==> src/sv/btk_pkg.sv <==
// ============================================================================
// btk_pkg: shared types and constants of the box track filter
// Opcodes, sequencer states, shared-unit command and the hit micro-op table.
// ============================================================================
`default_nettype none

package btk_pkg;

   localparam int COORD_WIDTH_DEF = 32;
   localparam int COV_WIDTH_DEF   = 48;
   localparam int COV_FRAC        = 24;
   localparam logic [7:0]  LIFE_CAP_RESET = 8'd30;
   localparam logic [23:0] COV_Q   = 24'd167772;    // 0.01 in Q24.24
   localparam logic [23:0] COV_R   = 24'd1677722;   // 0.1 in Q24.24
   localparam logic [24:0] COV_ONE = 25'd16777216;  // 1.0 in Q24.24
   localparam logic [17:0] ONE_Q16 = 18'd65536;

   localparam int HIT_STEPS = 22;
   localparam int STEP_W    = 5;

   typedef enum logic [1:0] {
      OPC_INIT    = 2'd0,
      OPC_PREDICT = 2'd1,
      OPC_HIT     = 2'd2,
      OPC_MISS    = 2'd3
   } opcode_type;

   typedef enum logic {
      UK_MUL = 1'b0,
      UK_DIV = 1'b1
   } unit_kind_type;

   typedef struct packed {
      logic          start;
      unit_kind_type kind;
      logic          narrow;   // saturate to coordinate width
   } unit_cmd_type;

   typedef enum logic [2:0] {
      SRC_A, SRC_B, SRC_C, SRC_D, SRC_K0, SRC_K1, SRC_E, SRC_S
   } src_type;

   typedef enum logic [2:0] {
      DST_K0, DST_K1, DST_SP, DST_SV, DST_PA, DST_PB, DST_PC, DST_PD
   } dst_type;

   typedef struct packed {
      unit_kind_type kind;
      logic [1:0]    axis;
      logic          first;    // latch innovation and its variance
      src_type       src_a;
      src_type       src_b;
      dst_type       dst;
   } uop_type;

   typedef enum logic [3:0] {
      ST_IDLE,
      ST_DECODE,
      ST_PRED1,
      ST_PRED2,
      ST_PRED3,
      ST_PRED4,
      ST_SHOW,
      ST_ISSUE,
      ST_LAUNCH,
      ST_WAIT,
      ST_EMIT
   } state_type;

   function automatic uop_type mk_uop(input unit_kind_type kd, input logic [1:0] ax,
                                      input logic f, input src_type a, input src_type b,
                                      input dst_type d);
      uop_type u;
      u.kind  = kd;
      u.axis  = ax;
      u.first = f;
      u.src_a = a;
      u.src_b = b;
      u.dst   = d;
      return u;
   endfunction

   // Order matters: every entry is read before the step that overwrites it.
   function automatic uop_type pair_uop(input logic [1:0] ax, input logic [2:0] j);
      uop_type u;
      case (j)
         3'd0: u = mk_uop(UK_DIV, ax, 1'b1, SRC_A,  SRC_S, DST_K0);
         3'd1: u = mk_uop(UK_DIV, ax, 1'b0, SRC_C,  SRC_S, DST_K1);
         3'd2: u = mk_uop(UK_MUL, ax, 1'b0, SRC_K0, SRC_E, DST_SP);
         3'd3: u = mk_uop(UK_MUL, ax, 1'b0, SRC_K1, SRC_E, DST_SV);
         3'd4: u = mk_uop(UK_MUL, ax, 1'b0, SRC_K1, SRC_B, DST_PD);
         3'd5: u = mk_uop(UK_MUL, ax, 1'b0, SRC_K1, SRC_A, DST_PC);
         3'd6: u = mk_uop(UK_MUL, ax, 1'b0, SRC_K0, SRC_B, DST_PB);
         default: u = mk_uop(UK_MUL, ax, 1'b0, SRC_K0, SRC_A, DST_PA);
      endcase
      return u;
   endfunction

   function automatic uop_type hit_uop(input logic [STEP_W-1:0] step);
      uop_type u;
      case (step)
         5'd16: u = mk_uop(UK_DIV, 2'd2, 1'b1, SRC_A,  SRC_S, DST_K0);
         5'd17: u = mk_uop(UK_MUL, 2'd2, 1'b0, SRC_K0, SRC_E, DST_SP);
         5'd18: u = mk_uop(UK_MUL, 2'd2, 1'b0, SRC_K0, SRC_A, DST_PA);
         5'd19: u = mk_uop(UK_DIV, 2'd3, 1'b1, SRC_A,  SRC_S, DST_K0);
         5'd20: u = mk_uop(UK_MUL, 2'd3, 1'b0, SRC_K0, SRC_E, DST_SP);
         5'd21: u = mk_uop(UK_MUL, 2'd3, 1'b0, SRC_K0, SRC_A, DST_PA);
         default: u = pair_uop({1'b0, step[3]}, step[2:0]);
      endcase
      return u;
   endfunction

endpackage

`default_nettype wire

==> src/sv/btk_unit.sv <==
// ============================================================================
// btk_unit: shared iterative multiply / divide unit
// Radix-2 shift-add multiply and restoring divide, Q24 rescale with rounding
// to nearest (ties away from zero) and symmetric saturation.
// ============================================================================
`default_nettype none

module btk_unit #(
   parameter int COORD_WIDTH = btk_pkg::COORD_WIDTH_DEF,
   parameter int COV_WIDTH   = btk_pkg::COV_WIDTH_DEF
) (
   input  wire logic                        clock,
   input  wire logic                        reset,
   input  wire btk_pkg::unit_cmd_type       cmd,
   input  wire logic signed [((COORD_WIDTH > COV_WIDTH) ? COORD_WIDTH : COV_WIDTH)-1:0] opa,
   input  wire logic signed [((COORD_WIDTH > COV_WIDTH) ? COORD_WIDTH : COV_WIDTH)-1:0] opb,
   output logic signed      [((COORD_WIDTH > COV_WIDTH) ? COORD_WIDTH : COV_WIDTH)-1:0] result,
   output logic                             done
);
   import btk_pkg::*;

   localparam int OW    = (COORD_WIDTH > COV_WIDTH) ? COORD_WIDTH : COV_WIDTH;
   localparam int PW    = 2 * OW;
   localparam int NW    = OW + COV_FRAC + 1;
   localparam int RW    = (NW > PW + 1) ? NW : PW + 1;
   localparam int CNT_W = $clog2(NW + 1);

   logic                 busy_ff, busy_in;
   logic                 fin_ff, fin_in;
   logic                 done_ff, done_in;
   logic [CNT_W-1:0]     cnt_ff, cnt_in;
   unit_kind_type        kind_ff;
   logic                 neg_ff;
   logic                 narrow_ff;
   logic [OW-1:0]        mcand_ff, mplier_ff, dvs_ff, rem_ff;
   logic [PW-1:0]        acc_ff;
   logic [NW-1:0]        num_ff, quo_ff;
   logic signed [OW-1:0] res_ff;

   logic [OW-1:0]        mag_a, mag_b;
   logic [OW:0]          r2;
   logic                 ge;
   logic [OW:0]          r_sub;
   logic [PW-1:0]        acc_next;
   logic [RW-1:0]        mag, lim, sat_mag;
   logic [OW-1:0]        v;

   assign mag_a = opa[OW-1] ? OW'(-opa) : OW'(opa);
   assign mag_b = opb[OW-1] ? OW'(-opb) : OW'(opb);

   assign r2       = {rem_ff, num_ff[NW-1]};
   assign ge       = r2 >= {1'b0, dvs_ff};
   assign r_sub    = ge ? (r2 - {1'b0, dvs_ff}) : r2;
   assign acc_next = {acc_ff[PW-2:0], 1'b0} + (mplier_ff[OW-1] ? PW'(mcand_ff) : '0);

   always_comb begin
      if (kind_ff == UK_MUL) begin
         mag = (RW'(acc_ff) + (RW'(1) << (COV_FRAC - 1))) >> COV_FRAC;
      end else begin
         mag = RW'(quo_ff);
      end
      lim     = narrow_ff ? ((RW'(1) << (COORD_WIDTH - 1)) - RW'(1))
                          : ((RW'(1) << (COV_WIDTH - 1)) - RW'(1));
      sat_mag = (mag > lim) ? lim : mag;
      v       = sat_mag[OW-1:0];
   end

   always_comb begin
      busy_in = busy_ff;
      fin_in  = 1'b0;
      done_in = fin_ff;
      cnt_in  = cnt_ff;
      if (cmd.start) begin
         busy_in = 1'b1;
         cnt_in  = (cmd.kind == UK_DIV) ? CNT_W'(NW) : CNT_W'(OW);
      end else if (busy_ff) begin
         cnt_in = cnt_ff - CNT_W'(1);
         if (cnt_ff == CNT_W'(1)) begin
            busy_in = 1'b0;
            fin_in  = 1'b1;
         end
      end
   end

   always_ff @(posedge clock) begin
      if (reset) begin
         busy_ff <= 1'b0;
         fin_ff  <= 1'b0;
         done_ff <= 1'b0;
         cnt_ff  <= '0;
      end else begin
         busy_ff <= busy_in;
         fin_ff  <= fin_in;
         done_ff <= done_in;
         cnt_ff  <= cnt_in;
      end
   end

   always_ff @(posedge clock) begin
      if (cmd.start) begin
         kind_ff   <= cmd.kind;
         narrow_ff <= cmd.narrow;
         if (cmd.kind == UK_DIV) begin
            neg_ff <= opa[OW-1];
            num_ff <= (NW'(mag_a) << COV_FRAC) + NW'(opb >> 1);
            dvs_ff <= opb;
            rem_ff <= '0;
            quo_ff <= '0;
         end else begin
            neg_ff    <= opa[OW-1] ^ opb[OW-1];
            mcand_ff  <= mag_a;
            mplier_ff <= mag_b;
            acc_ff    <= '0;
         end
      end else if (busy_ff) begin
         if (kind_ff == UK_DIV) begin
            num_ff <= {num_ff[NW-2:0], 1'b0};
            rem_ff <= r_sub[OW-1:0];
            quo_ff <= {quo_ff[NW-2:0], ge};
         end else begin
            acc_ff    <= acc_next;
            mplier_ff <= {mplier_ff[OW-2:0], 1'b0};
         end
      end
      if (fin_ff) begin
         res_ff <= neg_ff ? -$signed(v) : $signed(v);
      end
   end

   assign result = res_ff;
   assign done   = done_ff;

   a_start_idle: assert property (@(posedge clock) disable iff (reset)
      cmd.start |-> !busy_ff && !fin_ff)
      else $error("unit started while busy");
   a_done_pulse: assert property (@(posedge clock) disable iff (reset)
      done_ff |=> !done_ff)
      else $error("done longer than one cycle");
   a_cnt_live: assert property (@(posedge clock) disable iff (reset)
      busy_ff |-> cnt_ff != '0)
      else $error("busy with empty count");

endmodule

`default_nettype wire
==> config.mk <==
export PLATFORM = sky130hd
export DESIGN_NAME = btk_unit
export DESIGN_NICKNAME = d
export VERILOG_FILES = /design/src/sv/btk_pkg.sv /design/src/sv/btk_unit.sv
export SDC_FILE = /design/constraint.sdc
export NUM_CORES = 1
export LEC_CHECK = 0
export BUFFER_PORTS_ARGS = -buffer_cell sky130_fd_sc_hd__buf_2
export CAP_MARGIN = 0
export CORE_MARGIN = 2
export CORE_UTILIZATION = 40
export DETAILED_ROUTE_END_ITERATION = 10
export PLACE_DENSITY_LB_ADDON = 0.25
export SLEW_MARGIN = 20
export SYNTH_ARGS = -nofsm -noshare
export SYNTH_HDL_FRONTEND = slang
export SYNTH_SLANG_ARGS = --single-unit
==> constraint.sdc <==
create_clock -name clock -period 13.36 [get_ports clock]
set_clock_uncertainty 0.2 [all_clocks]
set_input_delay 0.668 -clock clock [delete_from_list [all_inputs] [get_ports clock]]
set_output_delay 0.668 -clock clock [all_outputs]
set_load 0.005 [all_outputs]
==> results.md <==
* Vias in the first global route at 24800
* Remaining DRCs at 0
* Critical Setup Path Class: flop to flop
* Synth Register Bits at 495
* Sequential share of power at 0.434
* Comb pwr share at 0.222
* Setup violations, final at 0
* Die X-Extent at 292 um
* Layout Nets at 3751
* Final TNS setup at 0 ns
* I/O pin total at 150
* Worst Hold Slack at 0.0617 ns
* Final hold vios at 0
* Fmax at 0.102 GHz
* Vias/cell at 5.70
* Pwr Density at 122 nW/um2
* EDFF count, synth at 485
* Placed cell count at 4491
* Top_reg_cell synth: edfxtp_1
* Clock Latency Late Sink at 0.64 ns
* Final std cells w/o fill at 4600
* Element type at the critical path end: flop
* Leakage Power at 13.6 nW
* Max Slew Vio Count at 0
* Core box area at 82100 um2
* First-pass GRT wire length at 137000 um
* GPL Wtd Cong at 0.951
* Gr ovfl total at 0
* Critical path's slowest cell: nor4_1
* Synth Warn # at 0
* Clock share of power at 0.344
* Fillers at 7917
* Clock tree buffer depth at 3
* Clock slew at reported path FFs at 0.06 ns
* CP Max Fanout at 64
* # clock sinks at 495
* Hold-fix buffers, CTS at 1
* HPWL after detailed placement at 61700 um
* Wire length per cell at 18.7 um
* Initial antenna violation count at 4
* Switch Pwr at 0.00133 W
* Rel. slew slack at 0.219
* Worst EP required at 13.50 ns
* Reg area at 14800 um2
* Mapped Area at 33200 um2
* Synth cell types at 80
* Pin count of the biggest net entering global routing at 108
* Post-synth ARST share at 0
* Worst-margin pin slew at 1.16 ns
* Commonest non-fill, non-tap cells in the layout: edfxtp_1 (485), nor2_1 (345), a21oi_1 (247)
* Row cnt at 105
* Initial Util at 0.404
* First-pass detailed-route iteration total at 5
* Most frequent CP cell: nand4_1
* Post-Syn Nets at 3676
* Via Count at 26200
* Buffers on Ports at 149
* CTS tree: yes
* Gr usage total at 0.198
* CP arrival at 9.95 ns
* Post-CTS sizing at 0
* Crit path time final at 9.81 ns
* Post-synthesis cell count at 3407
* CP max stage delay at 0.69 ns
* Int Power at 0.00314 W
* Post-synthesis sequential area ratio at 0.445
* Hold/Removal Path Class: primary input to flop
* Synth Area per Inst at 9.74 um2
* CTS buffer count at 58
* Post-CTS Repair Setup Buffers at 0
* Crit share post-route at 0.734
* Outcome: completed
* CTS H-tree depth at 2
* Critical path launch point type: flop
* Max VDD drop at 0.0921 mV
* DIE AREA at 85300 um2
* RSZ-0062 raised after global routing: false
* Sw Ratio at 0.298
* DRT antenna net count at 0
* Total routed wirelength at 85900 um
* Share of cells above drive strength 1 at 0.107
* DRT iter0 DRCs at 2033
* Root buf cell: clkbuf_16
* Area grow syn2layout at 10.8%
* Commonest non-fill, non-tap cell in the layout: edfxtp_1
* Die H at 292 um
* Area of the multi-input gates at 17400 um2
* Max cap viols at 0
==> routing by layer <==
layer | wire [um] | vias up | GRT usage
met1 | 40300 | 12500 | 0.280
met5 | 24 | - | 0
li1 | - | 12900 | -
met4 | 2560 | 4 | 0.0640
met3 | 4080 | 153 | 0.0248
met2 | 39000 | 666 | 0.314
==> through the flow <==
step | cell area [um2] | util | total power (W) | worst slack [ns]
floorplan | 33200 | - | 0.00272 | 2.35
global placement | 34900 | 0.425 | 0.00295 | 4.01
detailed placement | 34900 | 0.425 | 0.00296 | 3.71
CTS | 36800 | 0.448 | 0.00451 | 3.63
global route | 36800 | 0.448 | 0.00470 | 2.90
finish | 36800 | 0.448 | 0.00447 | 3.55
==> Yosys cell counts, types with 97 or more instances <==
master,instances,share of area
nand2_1,214,0.024
clkbuf_1,150,0.017
nor2b_1,111,0.021
xor2_1,125,0.033
xnor2_1,163,0.043
a21o_1,97,0.022
nor2_1,346,0.039
ha_1,165,0.062
inv_1,119,0.013
a21oi_1,247,0.037
o21ai_0,185,0.028
edfxtp_1,485,0.44
==> cell families after synthesis <==
family / after synthesis / synth area share
adder cells (fa/ha/maj): 168 / 0.0640
buffers and inverters: 284 / 0.0322
AO/OA/AOI/OAI: 843 / 0.162
flip-flops: 495 / 0.445
multiplexers: 79 / 0.0262
XOR/XNOR: 288 / 0.0760
AND/OR/NAND/NOR: 1250 / 0.195
==> final timing paths <==
| check | from | end | slack, ns | cells past startpoint |
|---|---|---|---|---|
| setup / recovery | acc_ff[28] | result[38] | 3.55 | 27 |
| hold / removal | opb[0] | dvs_ff[0] | 0.06 | 1 |
| setup reg to reg | acc_ff[28] | result[38] | 3.55 | 27 |
| hold reg to reg | cnt_ff[1] | cnt_ff[1] | 0.33 | 2 |
==> power groups by stage <==
stage | Sequential (W) | Clock (W) | Combinational, W
6_report | 0.00194 | 0.00154 | 0.000991
5_1_grt | 0.00195 | 0.00163 | 0.00112
4_1_cts | 0.00194 | 0.00158 | 0.000992
3_5_place_dp | 0.00197 | 0 | 0.000986
3_3_place_gp | 0.00197 | 0 | 0.000981
2_1_floorplan | 0.00196 | 0 | 0.000763
==> final cells by class <==
type                            count  share of cell area
Clock buffer                       70              0.0407
Clock inverter                     36             0.00861
Timing Repair Buffer              178              0.0265
Sequential cell                   495               0.402
Inverter                          121              0.0124
Tap cell                         1070              0.0364
Multi-Input combinational cell   2628               0.474
Antenna cell                        2            0.000136
==> critical path, delay by kind of cell, from the launching register on <==
kind / cells / cell delay [ns]
adders and majority gates: 2 / 0.39
xor gates and xnor gates: 1 / 0.32
AOI/OAI and AO/OA: 5 / 1.12
and+or+nand+nor: 18 / 6.37
DFF: 1 / 0.58
buffers and inverters: 1 / 0.52
==> flip-flops by register name (all words and copies together), names as in the netlist, 7 cells and up <==
register / cells
quo_ff: 73
result: 48
rem_ff: 48
mplier_ff: 48
cnt_ff: 7
dvs_ff: 48
acc_ff: 96
mcand_ff: 48
num_ff: 73
Power figures use the tool's default switching activity.
